===== src/rtl/uep0_pkg.sv =====
// shared types, codes and constants for the endpoint-0 control stage sequencer
package uep0_pkg;

  // endpoint packet size; must be a power of two between 8 and 64
  localparam int MAX_PACKET = 64;
  localparam logic [6:0]  PKT_LEN  = 7'(MAX_PACKET);
  localparam logic [15:0] PKT_WORD = 16'(MAX_PACKET);
  localparam logic [15:0] PKT_MASK = 16'(MAX_PACKET - 1);

  // result queue depth, room for two pairs of results
  localparam int QDEPTH = 4;
  localparam int QPTR_W = $clog2(QDEPTH);
  localparam int QCNT_W = $clog2(QDEPTH + 1);

  // event codes
  typedef enum logic [1:0] {
    CMD_SETUP    = 2'd0,
    CMD_IN_SENT  = 2'd1,
    CMD_OUT_DATA = 2'd2,
    CMD_RESERVED = 2'd3
  } cmd_t;

  // endpoint actions
  typedef enum logic [1:0] {
    ACT_FAIL  = 2'd0,
    ACT_WRITE = 2'd1,
    ACT_READ  = 2'd2,
    ACT_NONE  = 2'd3
  } action_t;

  // standard request numbers that are handled
  localparam logic [7:0] REQ_GET_STATUS        = 8'd0;
  localparam logic [7:0] REQ_CLEAR_FEATURE     = 8'd1;
  localparam logic [7:0] REQ_SET_FEATURE       = 8'd3;
  localparam logic [7:0] REQ_SET_ADDRESS       = 8'd5;
  localparam logic [7:0] REQ_GET_DESCRIPTOR    = 8'd6;
  localparam logic [7:0] REQ_GET_CONFIGURATION = 8'd8;
  localparam logic [7:0] REQ_SET_CONFIGURATION = 8'd9;
  localparam logic [7:0] REQ_GET_INTERFACE     = 8'd10;
  localparam logic [7:0] REQ_SET_INTERFACE     = 8'd11;

  // one control endpoint event
  typedef struct packed {
    logic [1:0]  command;
    logic [3:0]  endpoint;
    logic [7:0]  request_type;
    logic [7:0]  request_code;
    logic [15:0] request_length;
    logic        handler_ok;
    logic        handler_direction;
    logic [15:0] handler_length;
    logic [6:0]  out_bytes;
  } event_t;

  // transfer tracking state
  typedef struct packed {
    logic [15:0] bytes_remaining;
    logic        data_direction;
    logic        zero_packet_pending;
    logic [15:0] byte_offset;
  } ep0_state_t;

  // one result command
  typedef struct packed {
    action_t     action;
    logic [6:0]  transfer_length;
    logic [15:0] data_offset;
    logic        last;
  } result_t;

  // the one or two results of an event
  typedef struct packed {
    result_t r0;
    result_t r1;
    logic    two;
  } result_pair_t;

  // outcome of one event
  typedef struct packed {
    ep0_state_t   st;
    result_pair_t res;
  } step_t;

endpackage


===== src/rtl/uep0_step.sv =====
// next state and result commands for one control endpoint event
module uep0_step (
  input  uep0_pkg::event_t     ev,
  input  uep0_pkg::ep0_state_t st,
  output uep0_pkg::step_t      step
);
  import uep0_pkg::*;

  function automatic result_t mk(input action_t act, input logic [6:0] len,
                                 input logic [15:0] off);
    result_t r;
    r.action          = act;
    r.transfer_length = len;
    r.data_offset     = off;
    r.last            = 1'b0;
    return r;
  endfunction

  function automatic logic code_known(input logic [7:0] code);
    logic k;
    unique case (code)
      REQ_GET_STATUS, REQ_CLEAR_FEATURE, REQ_SET_FEATURE, REQ_SET_ADDRESS,
      REQ_GET_DESCRIPTOR, REQ_GET_CONFIGURATION, REQ_SET_CONFIGURATION,
      REQ_GET_INTERFACE, REQ_SET_INTERFACE: k = 1'b1;
      default: k = 1'b0;
    endcase
    return k;
  endfunction

  // IN stage: next packet of a device-to-host transfer
  function automatic step_t in_stage(input ep0_state_t s);
    step_t o;
    logic [6:0] size;
    o.st      = s;
    o.res.r0  = mk(ACT_FAIL, 7'd0, 16'd0);
    o.res.r1  = o.res.r0;
    o.res.two = 1'b0;
    size = (s.bytes_remaining < PKT_WORD) ? s.bytes_remaining[6:0] : PKT_LEN;
    if (s.bytes_remaining == 16'd0) begin
      if (!s.data_direction) begin
        o.res.r0 = mk(ACT_NONE, 7'd0, 16'd0);
      end else if (s.zero_packet_pending) begin
        o.st.zero_packet_pending = 1'b0;
        o.res.r0 = mk(ACT_WRITE, 7'd0, 16'd0);
      end else begin
        o.res.r0 = mk(ACT_READ, PKT_LEN, 16'd0);
      end
    end else if (s.data_direction) begin
      o.res.r0  = mk(ACT_READ, 7'd0, 16'd0);
      o.res.r1  = mk(ACT_WRITE, size, s.byte_offset);
      o.res.two = 1'b1;
      o.st.byte_offset     = s.byte_offset + {9'd0, size};
      o.st.bytes_remaining = s.bytes_remaining - {9'd0, size};
    end
    return o;
  endfunction

  step_t      o;
  ep0_state_t s;
  logic       known;
  logic [15:0] rem_clamp;
  logic [15:0] got;
  logic [15:0] rem_out;
  logic [15:0] off_out;

  always_comb begin
    o.st      = st;
    o.res.r0  = mk(ACT_FAIL, 7'd0, 16'd0);
    o.res.r1  = o.res.r0;
    o.res.two = 1'b0;
    s         = '0;
    known     = (ev.request_type[6:5] == 2'd0) && code_known(ev.request_code);
    rem_clamp = (ev.handler_length > ev.request_length) ? ev.request_length
                                                        : ev.handler_length;
    got       = {9'd0, ev.out_bytes};
    rem_out   = st.bytes_remaining - got;
    off_out   = st.byte_offset + got;

    priority if (ev.endpoint != 4'd0) begin
      // foreign endpoint: fail, state kept
      o.st = st;
    end else begin
      unique case (ev.command)
        CMD_SETUP: begin
          // every setup restarts the transfer
          o.st = '0;
          if (known && ev.handler_ok) begin
            s.data_direction  = ev.handler_direction;
            s.bytes_remaining = ev.handler_length;
            o.st = s;
            if (ev.request_length != 16'd0) begin
              if (ev.request_type[7]) begin
                if (ev.handler_direction) begin
                  // device to host: clamp to wLength, zlp on short aligned transfer
                  s.bytes_remaining = rem_clamp;
                  s.zero_packet_pending = (ev.request_length > rem_clamp) &&
                                          ((rem_clamp & PKT_MASK) == 16'd0);
                  o = in_stage(s);
                end
              end else if (!ev.handler_direction &&
                           ev.handler_length == ev.request_length) begin
                // host to device: arm the first read
                o.res.r0 = mk(ACT_READ,
                              (ev.handler_length < PKT_WORD) ? ev.handler_length[6:0]
                                                             : PKT_LEN,
                              16'd0);
              end
            end else if (ev.handler_length == 16'd0) begin
              // no data stage: arm status read and send a zero-length write
              o.res.r0  = mk(ACT_READ, PKT_LEN, 16'd0);
              o.res.r1  = mk(ACT_WRITE, 7'd0, 16'd0);
              o.res.two = 1'b1;
            end
          end
        end
        CMD_IN_SENT: begin
          o = in_stage(st);
        end
        CMD_OUT_DATA: begin
          if (st.data_direction) begin
            // status stage of a device-to-host transfer
            o.res.r0 = mk(ACT_READ, PKT_LEN, 16'd0);
          end else if (got <= st.bytes_remaining) begin
            o.st.byte_offset     = off_out;
            o.st.bytes_remaining = rem_out;
            if (rem_out == 16'd0) begin
              o.res.r0 = mk(ACT_NONE, 7'd0, 16'd0);
            end else begin
              o.res.r0 = mk(ACT_READ,
                            (rem_out < PKT_WORD) ? rem_out[6:0] : PKT_LEN, off_out);
            end
          end
        end
        CMD_RESERVED: begin
          o.st = st;
        end
        default: begin
          o.st = st;
        end
      endcase
    end

    // flag the final result of this event
    if (o.res.two) begin
      o.res.r1.last = 1'b1;
    end else begin
      o.res.r0.last = 1'b1;
    end
    step = o;
  end

endmodule


===== src/rtl/uep0_result_fifo.sv =====
// small result queue loaded with one or two results at a time
module uep0_result_fifo (
  input  logic                   clk,
  input  logic                   rst,
  input  logic                   load,
  input  uep0_pkg::result_pair_t pair,
  input  logic                   pop_ready,
  output logic                   head_valid,
  output uep0_pkg::result_t      head,
  output logic                   can_load
);
  import uep0_pkg::*;

  result_t             mem [QDEPTH];
  logic [QPTR_W-1:0]   wptr;
  logic [QPTR_W-1:0]   rptr;
  logic [QCNT_W-1:0]   count;
  logic [QCNT_W-1:0]   count_next;
  logic [QCNT_W-1:0]   push_n;
  logic                pop;

  assign head_valid = (count != '0);
  assign head       = mem[rptr];
  assign pop        = head_valid && pop_ready;
  // room for a full pair, not counting a pop in the same cycle
  assign can_load   = (count <= QCNT_W'(QDEPTH - 2));
  assign push_n     = load ? (pair.two ? QCNT_W'(2) : QCNT_W'(1)) : '0;
  assign count_next = count + push_n - QCNT_W'(pop);

  // pointers and fill count
  always_ff @(posedge clk) begin
    if (rst) begin
      wptr  <= '0;
      rptr  <= '0;
      count <= '0;
    end else begin
      wptr  <= wptr + push_n[QPTR_W-1:0];
      rptr  <= rptr + QPTR_W'(pop);
      count <= count_next;
    end
  end

  // result storage
  always_ff @(posedge clk) begin
    if (load) begin
      mem[wptr] <= pair.r0;
      if (pair.two) begin
        mem[wptr + QPTR_W'(1)] <= pair.r1;
      end
    end
  end

endmodule


===== src/rtl/usb_ep0_control_stage_sequencer.sv =====
// top level of the endpoint-0 control stage sequencer
//
//   channel  direction  handshake            payload
//   in       input      in_valid/in_ready    command .. out_bytes, one event
//   out      output     out_valid/out_ready  action, transfer_length, data_offset, last
//
// an event is taken into the input register, evaluated combinationally and its
// one or two results go to a four-entry result queue
// the output port moves one result a cycle while out_ready is high;
// the queue fill sets when the input stalls
// reset clears the transfer state and the queue
// a stalled output holds the head result; a held event waits for room for a pair
module usb_ep0_control_stage_sequencer (
  input  logic        clk,
  input  logic        rst,
  input  logic        in_valid,
  output logic        in_ready,
  input  logic [1:0]  command,
  input  logic [3:0]  endpoint,
  input  logic [7:0]  request_type,
  input  logic [7:0]  request_code,
  input  logic [15:0] request_length,
  input  logic        handler_ok,
  input  logic        handler_direction,
  input  logic [15:0] handler_length,
  input  logic [6:0]  out_bytes,
  output logic        out_valid,
  input  logic        out_ready,
  output logic [1:0]  action,
  output logic [6:0]  transfer_length,
  output logic [15:0] data_offset,
  output logic        last
);
  import uep0_pkg::*;

  event_t     ev;
  logic       held;
  logic       fire;
  logic       can_load;
  ep0_state_t st;
  step_t      step;
  result_t    head;

  assign fire     = held && can_load;
  assign in_ready = !held || fire;

  // input register
  always_ff @(posedge clk) begin
    if (rst) begin
      held <= 1'b0;
    end else begin
      held <= (in_valid && in_ready) || (held && !fire);
    end
  end

  always_ff @(posedge clk) begin
    if (in_valid && in_ready) begin
      ev.command           <= command;
      ev.endpoint          <= endpoint;
      ev.request_type      <= request_type;
      ev.request_code      <= request_code;
      ev.request_length    <= request_length;
      ev.handler_ok        <= handler_ok;
      ev.handler_direction <= handler_direction;
      ev.handler_length    <= handler_length;
      ev.out_bytes         <= out_bytes;
    end
  end

  // event evaluation
  uep0_step u_step (
    .ev   (ev),
    .st   (st),
    .step (step)
  );

  // transfer state register
  always_ff @(posedge clk) begin
    if (rst) begin
      st <= '0;
    end else if (fire) begin
      st <= step.st;
    end
  end

  // result queue
  uep0_result_fifo u_fifo (
    .clk        (clk),
    .rst        (rst),
    .load       (fire),
    .pair       (step.res),
    .pop_ready  (out_ready),
    .head_valid (out_valid),
    .head       (head),
    .can_load   (can_load)
  );

  assign action          = head.action;
  assign transfer_length = head.transfer_length;
  assign data_offset     = head.data_offset;
  assign last            = head.last;

  // an evaluated event always leaves a result at the output
  a_fire_result: assert property (@(posedge clk) disable iff (rst)
    fire |=> out_valid)
    else $error("no result after an evaluated event");

  // state only moves when an event is evaluated
  a_state_hold: assert property (@(posedge clk) disable iff (rst)
    !fire |=> $stable(st))
    else $error("transfer state changed without an event");

  // events for another endpoint leave the state alone
  a_foreign_ep: assert property (@(posedge clk) disable iff (rst)
    (fire && ev.endpoint != 4'd0) |=> $stable(st))
    else $error("foreign endpoint event changed state");

  // only a setup can raise the remaining byte count
  a_rem_down: assert property (@(posedge clk) disable iff (rst)
    (fire && ev.command != CMD_SETUP) |=>
      (st.bytes_remaining <= $past(st.bytes_remaining)))
    else $error("remaining bytes grew outside a setup");

endmodule

===== config.mk =====
export PLATFORM = sky130hd
export DESIGN_NAME = usb_ep0_control_stage_sequencer
export DESIGN_NICKNAME = d
export VERILOG_FILES = /design/src/rtl/uep0_pkg.sv /design/src/rtl/uep0_step.sv /design/src/rtl/uep0_result_fifo.sv /design/src/rtl/usb_ep0_control_stage_sequencer.sv
export SDC_FILE = /design/constraint.sdc
export NUM_CORES = 1
export LEC_CHECK = 0
export BUFFER_PORTS_ARGS = -buffer_cell sky130_fd_sc_hd__buf_2
export CORE_MARGIN = 4
export CORE_UTILIZATION = 50
export DETAILED_ROUTE_END_ITERATION = 6
export PLACE_DENSITY = 0.67
export SYNTH_ARGS = -nofsm -noshare
export SYNTH_HDL_FRONTEND = slang
export SYNTH_SLANG_ARGS = --single-unit

===== constraint.sdc =====
create_clock -name clk -period 13.6 [get_ports clk]
set_input_delay 2.72 -clock clk [delete_from_list [all_inputs] [get_ports clk]]
set_output_delay 2.72 -clock clk [all_outputs]
set_load 0.01 [all_outputs]

==> results.toml, run 1 <==
[drt]
wl_per_cell_um = 21.7
num_vias = 11100
drc = 0
ant_nets = 0
dr.first_iter.drc_count = 1216
routed_via_density = 6.46
wirelength_um = 37300
dr.pass1.iters = 6

[yosys]
synth-simple-area-share = 0.152
ys_warn_count = 0
synth_edf_count = 158
yosysMostFrequentCell = "edfxtp_1"
synth_top_family_by_area = "compound AO/OA/AOI/OAI gates"
avgSynthCellArea_um2 = 9.94
yosysUniqueCellTypes = 95
synthXorXnorAreaFrac = 0.0170
synth_top_area_share = 0.367
syn_inst = 1299
synth-compound-area-share = 0.223
synth_area_um2 = 12900
ys_async_sr_fraction = 0
synth_fa_ha_area_frac = 0.0663
synth_area_leaders = "edfxtp_1 37%, dfxtp_1 7.3%, ha_1 6.0%"
yosysSeqAreaShare = 0.440
synthFlopType = "edfxtp_1"
yosys.area.top_type = "edfxtp_1"
muxShareOfSynthArea = 0.0628
ys_ff_latch = 205
synth.top_cells.by_count = "158 x edfxtp_1, 146 x nand2_1, 91 x a21oi_1, 84 x nor2_1, 83 x o21ai_0"

[worst_hold_path]
hold_start = "u_fifo.mem[1][25]"
min_delay_path_depth = 2
hold_class = "flip-flop to flip-flop"
min_to = "u_fifo.mem[1][25]"

[critical_path]
r2r_start = "ev[22]"
slowest_delay_ns = 0.65
critPathKind = "flip-flop to flip-flop"
crit_path_top_delay_cell = "nor4_1"
crit_chain = "ha_1 -> nand4_1 -> nor4_1 -> nand4_1 -> o41ai_4 -> buf_4 -> nor2_1 -> a21oi_1 -> inv_1 -> ha_1 -> nor2b_1 -> o311ai_0 -> a31oi_1 -> o21ai_0 -> mux2_1 -> o21a_1 -> a21oi_1 -> a32oi_1 -> o21ai_0"
end_kind = "flip-flop"
ff2ff_setup_slack_ns = 8.02
critPathRequiredTime_ns = 13.95
path_buf_inv = 2
crit_fanout = 34
cp-startpoint = "ev[22]"
r2r_end = "u_fifo.mem[0][24]"
r2r_cells = 19
crit_family = "compound AO/OA/AOI/OAI gates"
crit_arrival_ns = 5.93
worstSetupStartpointType = "flip-flop"

[power_and_ir_drop]
fin_total_pwr_mw = 1.73
p_per_area_nw_per_um2 = 120
p_leak_nw = 5.41
worst_ir_drop_vdd_v = 0.0000818
switching_power_mw = 0.504
power_frac_clock = 0.360
pwr-share-seq = 0.432
cell_internal_pwr_mw = 1.23
switching_share = 0.291
pwr-share-comb = 0.209

[timing]
grt_setup_unrepaired = "no"
fmax_mhz = 179
setup_viol = 0
fin_crit_ns = 5.58
setup_tns_ns = 0
fin_skew_ns = 0.0158
hold_viol = 0
layout_worst_path_cycle_share = 0.410
slew_violations = 0
max_slew_margin = 0.244
worst_pin_slew_ns = 1.12

[global_route]
grt_start_max_net_pins = 55
met2_usage = 0.393
grt_use_total = 0.254
gr-usage-met3 = 0.0444
grt_first_pass_wirelength_um = 58000
grt_pass1_vias = 10400
grt_busiest_layer = "met2"
grt_use_met1 = 0.372
grt_overflow = 0
antenna_found_initial = 0

[cts]
ctsHoldBuffers = 0
post-cts-setup-buffers = 0
clockRootBuffer = "clkbuf_16"
cts_buffers = 24
cts_tree = "built"
clk_path_buf_depth = 3
clock_sinks = 205
cts_resized = 0
htree_levels = 1
clk_pin_slew_ns = 0.06
clkLatencyLatePin_ns = 0.52

[placement]
hpwl_um = 26800
placed_area_um2 = 13600
place_congestion = 0.934
io_buffer_count = 89

[layout]
syn2layout_area_growth_pct = 11.4
num_antenna_cells = 0
design_area_um2 = 14400
drive_above_1_share = 0.157
final_nets = 1502

[floorplan]
die_width_um = 169
die-area_um2 = 28500
core_area_um2 = 25300
die_y_um = 169
num_rows = 58
start_util = 0.510
ios = 95

[status]
outcome = "completed"

[run]
cap_viol_max_count = 0
==> worst register-to-register path, delay by kind of cell, from the launching register on <==
| kind | cells | cell delay (ns) |
|---|---|---|
| mux | 1 | 0.31 |
| fa+ha+maj | 2 | 0.53 |
| flops | 1 | 0.47 |
| simple gates | 5 | 1.57 |
| compound gates | 9 | 2.03 |
| buf+inv | 2 | 0.51 |
==> power groups by stage <==
| stage | Combinational, mW | Clock [mW] | Sequential, mW |
|---|---|---|---|
| finish | 0.362 | 0.623 | 0.748 |
| global route | 0.400 | 0.658 | 0.752 |
| CTS | 0.362 | 0.633 | 0.748 |
| detailed placement | 0.360 | 0 | 0.761 |
| global placement | 0.354 | 0 | 0.759 |
| floorplan | 0.262 | 0 | 0.744 |
==> worst max-delay path by stage <==
stage	to	slack (ns)	cells after the start
finish	u_fifo.mem[0][24]	8.02	19
global route	u_fifo.mem[1][24]	7.69	19
CTS	u_fifo.mem[0][24]	8.16	19
detailed placement	u_fifo.mem[0][24]	8.21	19
global placement	u_fifo.mem[0][24]	8.33	19
floorplan	action[0]	9.01	3
==> flip-flops by register name (all words and copies together), names as in the netlist, named ones only <==
register	count
held	1
ev	58
u_fifo.wptr	2
u_fifo.mem	104
u_fifo.rptr	2
st	34
u_fifo.count	3
==> placed cells by master, fill, tap and decap left out, types with 9 or more instances in the layout <==
master	n
xor2_1	10
inv_1	54
or3_1	15
nand2_1	146
edfxtp_1	158
nand3_1	31
o22ai_1	82
and2_1	19
o31ai_1	12
mux2i_1	14
o21ai_0	83
a31oi_1	15
mux4_2	26
nand2b_1	10
xnor2_1	15
dfxtp_1	45
a211oi_1	9
nor3_1	28
a21oi_1	91
buf_2	89
ha_1	62
buf_4	18
nor2_1	84
nor2b_1	12
clkbuf_16	25
a22oi_1	13
a21o_1	32
nand4_1	9
==> logic make-up after synthesis <==
group,after synthesis
AND/OR/NAND/NOR,404
multiplexers,47
buffers and inverters,121
flip-flops,205
XOR/XNOR,25
AO/OA/AOI/OAI,430
other,1
adder cells (fa/ha/maj),66
==> per-stage QoR <==
step	hold WS, ns	setup slack [ns]	utilization	cells
4_1_cts	0.471	8.16	0.568	1717
2_1_floorplan	0.440	9.01	-	1300
3_5_place_dp	0.461	8.21	0.538	1673
6_report	0.471	8.02	0.568	1717
5_1_grt	0.502	7.69	0.568	1717
3_3_place_gp	0.460	8.33	0.538	1673
==> area by class of cell <==
| type | count | area [µm²] |
|---|---|---|
| timing repair buffer | 107 | 581 |
| inverter | 57 | 214 |
| multi-input combinational | 974 | 6730 |
| sequential | 205 | 5690 |
| clock inverter | 15 | 116 |
| clock buffer | 29 | 641 |
| fill | 2154 | 10900 |
| tap | 330 | 413 |
==> per-layer routing <==
metal | share of wire | wire [µm] | vias up
met1 | 0.44 | 16400 | 5310
met2 | 0.44 | 16500 | 569
li1 | - | - | 5133
met5 | 0 | 0 | -
met4 | 0.022 | 815 | 0
met3 | 0.095 | 3540 | 80
(Power assumes the default switching activity.)
==> inputs of run 2 (changes only) <==
==> constraint.sdc (replaced) <==
create_clock -name clk -period 5.8 [get_ports clk]
set_input_delay 1.16 -clock clk [delete_from_list [all_inputs] [get_ports clk]]
set_output_delay 1.16 -clock clk [all_outputs]
set_load 0.01 [all_outputs]
==> results.toml, run 2 (synthesis gave the netlist of run 1 again) <==
[status]
outcome = "completed"

[power_and_ir_drop]
p_per_area_nw_per_um2 = 279
power_frac_clock = 0.352
switching_power_mw = 1.16
switching_share = 0.288
worst_ir_drop_vdd_v = 0.000265
cell_internal_pwr_mw = 2.86
pwr-share-comb = 0.201
p_leak_nw = 5.41
pwr-share-seq = 0.447

[cts]
clkLatencyLatePin_ns = 0.53
ctsHoldBuffers = 0
cts_tree = "built"
htree_levels = 1
cts_buffers = 23
clockRootBuffer = "clkbuf_16"
clock_sinks = 205
post-cts-setup-buffers = 0
clk_pin_slew_ns = 0.06
clk_path_buf_depth = 3
cts_resized = 0

[timing]
slew_violations = 0
fmax_mhz = 184
worst_pin_slew_ns = 1.07
fin_skew_ns = 0.0225
hold_viol = 0
layout_worst_path_cycle_share = 0.936
grt_setup_unrepaired = "no"
hold_slack_ns = 0.471
fin_crit_ns = 5.43
max_slew_margin = 0.279
setup_viol = 0
setup_tns_ns = 0

[layout]
layout_common_cells = "158 x edfxtp_1, 146 x nand2_1, 91 x a21oi_1"
final_nets = 1506
num_antenna_cells = 0
top_regs = "u_fifo.mem x104, ev x58, st x34"
largest_reg_flops = 104
final_common_cell = "edfxtp_1"
top_register = "u_fifo.mem"
fill_cells = 2219
drive_above_1_share = 0.160
multi_input_area_um2 = 6730
register_area_um2 = 5690
syn2layout_area_growth_pct = 11.4

[critical_path]
critPathKind = "flip-flop to flip-flop"
worstSetupStartpointType = "flip-flop"
cp-startpoint = "ev[20]"
crit_fanout = 21
end_kind = "flip-flop"
crit_arrival_ns = 5.76
critPathRequiredTime_ns = 6.13
r2r_start = "ev[20]"

[floorplan]
die_width_um = 169
start_util = 0.510
core_area_um2 = 25300
ios = 95
num_rows = 58
die_y_um = 169
die-area_um2 = 28500

[global_route]
grt_first_pass_wirelength_um = 57900
grt_start_max_net_pins = 59
antenna_found_initial = 0
grt_use_total = 0.254
grt_overflow = 0
grt_pass1_vias = 10500

[drt]
dr.pass1.iters = 6
dr_wl_met2_um = 16300
top_layer = "met4"
num_vias = 11000
wl_met1_um = 16500
drc = 0
route.met3.wl_um = 3140
wl_per_cell_um = 21.4
routed_via_density = 6.39
dr.first_iter.drc_count = 1397
wirelength_um = 36800
ant_nets = 0

[worst_hold_path]
hold_class = "flip-flop to flip-flop"
hold_start = "u_fifo.mem[2][25]"

[run]
cap_viol_max_count = 0

[placement]
place_congestion = 0.977
io_buffer_count = 89
hpwl_um = 26900
==> run 2: critical path: stages (launching register included) <==
cell      delay (ns)
edfxtp_1        0.45
ha_1            0.35
nand4_1         0.21
nor2_1          0.08
or3_1           0.42
o41ai_4         0.76
buf_4           0.42
mux2_2          0.40
inv_1           0.13
ha_1            0.19
nand4_1         0.16
a31oi_1         0.19
o21ai_0         0.09
mux2_1          0.31
o21a_1          0.17
a21oi_1         0.33
a32oi_1         0.30
o21ai_0         0.28
==> run 2: power groups by stage <==
stage	Sequential, mW	Clock (mW)	Combinational [mW]
detailed placement	1.83	0	0.803
finish	1.80	1.42	0.808
floorplan	1.74	0	0.614
global route	1.81	1.50	0.894
CTS	1.80	1.44	0.807
global placement	1.82	0	0.791
==> run 2: final timing paths <==
check | endpoint | slack, ns | depth (start not counted)
worst max-delay path | u_fifo.mem[0][24] | 0.37 | 17
worst min-delay path | u_fifo.mem[2][25] | 0.47 | 2
worst max register to register | u_fifo.mem[0][24] | 0.37 | 17
worst min register to register | u_fifo.mem[2][25] | 0.47 | 2
==> run 2: per-stage QoR <==
step	util	area (µm²)	total power, mW	worst slack [ns]	cells
2_1_floorplan	-	12900	2.36	1.30	1300
3_3_place_gp	0.540	13700	2.62	0.616	1678
3_5_place_dp	0.540	13700	2.63	0.553	1678
4_1_cts	0.568	14400	4.04	0.501	1718
5_1_grt	0.568	14400	4.21	0.0442	1718
6_report	0.568	14400	4.02	0.374	1718
==> run 2: cell type report <==
class                      count  share of cell area
clock buffer                  26              0.0408
clock inverter                14             0.00948
inverter                      57              0.0149
multi-input combinational    974               0.468
sequential                   205               0.395
tap                          330              0.0287
timing repair buffer         112              0.0430
==> run 2: metal layers <==
metal  track usage  up-vias
li1              -     5143
met1         0.376     5262
met2         0.390      505
met3        0.0392       67
met4        0.0727        0
met5             0        -
==> inputs of run 3 (changes only) <==
--- a/config.mk
+++ b/config.mk
@@ -9,7 +9,7 @@
 export CORE_MARGIN = 4
 export CORE_UTILIZATION = 50
 export DETAILED_ROUTE_END_ITERATION = 6
-export PLACE_DENSITY = 0.67
+export PLACE_DENSITY = 0.7
 export SYNTH_ARGS = -nofsm -noshare
 export SYNTH_HDL_FRONTEND = slang
 export SYNTH_SLANG_ARGS = --single-unit
==> constraint.sdc (replaced) <==
create_clock -name clk -period 4.6 [get_ports clk]
set_input_delay 0.92 -clock clk [delete_from_list [all_inputs] [get_ports clk]]
set_output_delay 0.92 -clock clk [all_outputs]
set_load 0.01 [all_outputs]
==> results.toml, run 3 (synthesis gave the netlist of run 1 again) <==
[status]
outcome = "completed"

[timing]
setup_viol = 0
hold_slack_ns = 0.477
hold_viol = 0
slew_violations = 0
max_slew_margin = 0.298
fin_crit_ns = 4.47
fmax_mhz = 224
worst_pin_slew_ns = 1.05
layout_worst_path_cycle_share = 0.972
setup_tns_ns = 0
fin_skew_ns = 0.0208

[cts]
cts_tree = "built"
clk_pin_slew_ns = 0.06
ctsHoldBuffers = 0
clk_path_buf_depth = 3
cts_buffers = 25
clock_sinks = 205
clockRootBuffer = "clkbuf_16"
htree_levels = 1
clkLatencyLatePin_ns = 0.54

[power_and_ir_drop]
p_per_area_nw_per_um2 = 360
p_leak_nw = 5.86
fin_total_pwr_mw = 5.46
worst_ir_drop_vdd_v = 0.000295

[drt]
routed_via_density = 6.36
drc = 0
dr.pass1.iters = 6
dr.first_iter.drc_count = 1536
wirelength_um = 37600
ant_nets = 0
num_vias = 11400
wl_per_cell_um = 21.0

[critical_path]
crit_chain = "ha_1 -> nand4_1 -> nor2_1 -> or3_4 -> buf_4 -> o41ai_4 -> buf_4 -> nor2_1 -> a21oi_1 -> ha_1 -> nor2b_2 -> o311ai_0 -> a31oi_1 -> o21ai_0 -> mux2_4 -> o21a_1 -> a21oi_1 -> buf_4 -> a32oi_2 -> buf_4 -> o21ai_1"
slowest_delay_ns = 0.41
crit_top_cell = "buf_4"
critPathKind = "flip-flop to flip-flop"
crit_path_top_delay_cell = "or3_4"
critPathRequiredTime_ns = 4.87
crit_fanout = 4
crit_arrival_ns = 4.74
worstSetupStartpointType = "flip-flop"
end_kind = "flip-flop"

[layout]
final_util = 0.598
syn2layout_area_growth_pct = 17.3
final_nets = 1575
layout_common_cells = "158 x edfxtp_1, 146 x nand2_1, 89 x buf_2, 89 x buf_4, 88 x a21oi_1"
largest_reg_flops = 104
fill_cells = 2111
final_common_cell = "edfxtp_1"
design_area_um2 = 15100
drive_above_1_share = 0.214
num_antenna_cells = 0
register_area_um2 = 5690
top_regs = "u_fifo.mem x104, ev x58, st x34"
multi_input_area_um2 = 6860
top_register = "u_fifo.mem"

[global_route]
grt_pass1_vias = 10700
grt_first_pass_wirelength_um = 59300
grt_overflow = 0
grt_use_total = 0.259
grt_start_max_net_pins = 43
antenna_found_initial = 0

[floorplan]
ios = 95
num_rows = 58
core_area_um2 = 25300
die_y_um = 169
die_width_um = 169
start_util = 0.510
die-area_um2 = 28500

[run]
cap_viol_max_count = 0

[placement]
hpwl_um = 27800
io_buffer_count = 89
place_congestion = 0.963
placed_area_um2 = 14100

[worst_hold_path]
hold_class = "flip-flop to flip-flop"
[run 3: cell types whose count changed in the layout (fill, tap and decap cells not counted), moves of 3 or more]
cell | before | now
o21ai_0 | 83 | 78
buf_4 | 23 | 89
a21oi_2 | 0 | 3
a21oi_1 | 91 | 88
o21ai_1 | 3 | 6
[run 3: layout make-up]
type | instances | area share
multi-input cells | 975 | 0.453
inverters | 57 | 0.0141
flip-flops and latches | 205 | 0.375
repair buffers | 178 | 0.0735
clock buffers | 26 | 0.0416
well taps | 330 | 0.0273
clock inverters | 20 | 0.0149
[run 3: timing repair]
| item | CTS | global route |
|---|---|---|
| cloned | 1 | 0 |
| resized for setup | 4 | 22 |
| setup endpoints to repair | 12 | 12 |
| pin swaps | 2 | 11 |
| setup buffers | 2 | 6 |
[run 3: worst paths after layout]
kind	start	endpoint	slack [ns]	depth (start not counted)
worst min register to register	u_fifo.mem[1][25]	u_fifo.mem[1][25]	0.48	2
worst max-delay path	ev[19]	u_fifo.mem[0][24]	0.13	21
worst max register to register	ev[19]	u_fifo.mem[0][24]	0.13	21
worst min-delay path	u_fifo.mem[1][25]	u_fifo.mem[1][25]	0.48	2
[run 3: through the flow]
step | setup WS [ns] | instances
after floorplan | 0.102 | 1300
after global placement | -0.231 | 1736
after detailed placement | -0.270 | 1736
after CTS | 0.00782 | 1785
after global routing | -0.0279 | 1791
final | 0.130 | 1791
[run 3: worst max-delay path: cells and delay by family, from the launching register on]
family          cells  cell delay, ns
flops               1            0.40
fa+ha+maj           2            0.58
compound gates      9            1.53
buf+inv             4            0.69
mux                 1            0.16
simple gates        5            0.85
[run 3: layer usage]
layer | share of wire | track usage | vias up
met5 | 0 | 0 | -
met4 | 0.027 | 0.0776 | 0
met3 | 0.099 | 0.0425 | 83
met2 | 0.44 | 0.392 | 600
met1 | 0.43 | 0.385 | 5410
li1 | - | - | 5299
[run 3: power breakdown]
group | internal [mW] | leakage, nW | switching, mW | total, mW
combinational | 0.549 | 3.52 | 0.628 | 1.18
sequential | 2.11 | 1.91 | 0.116 | 2.23
clock | 1.23 | 0.419 | 0.822 | 2.05
total | 3.89 | 5.86 | 1.57 | 5.46
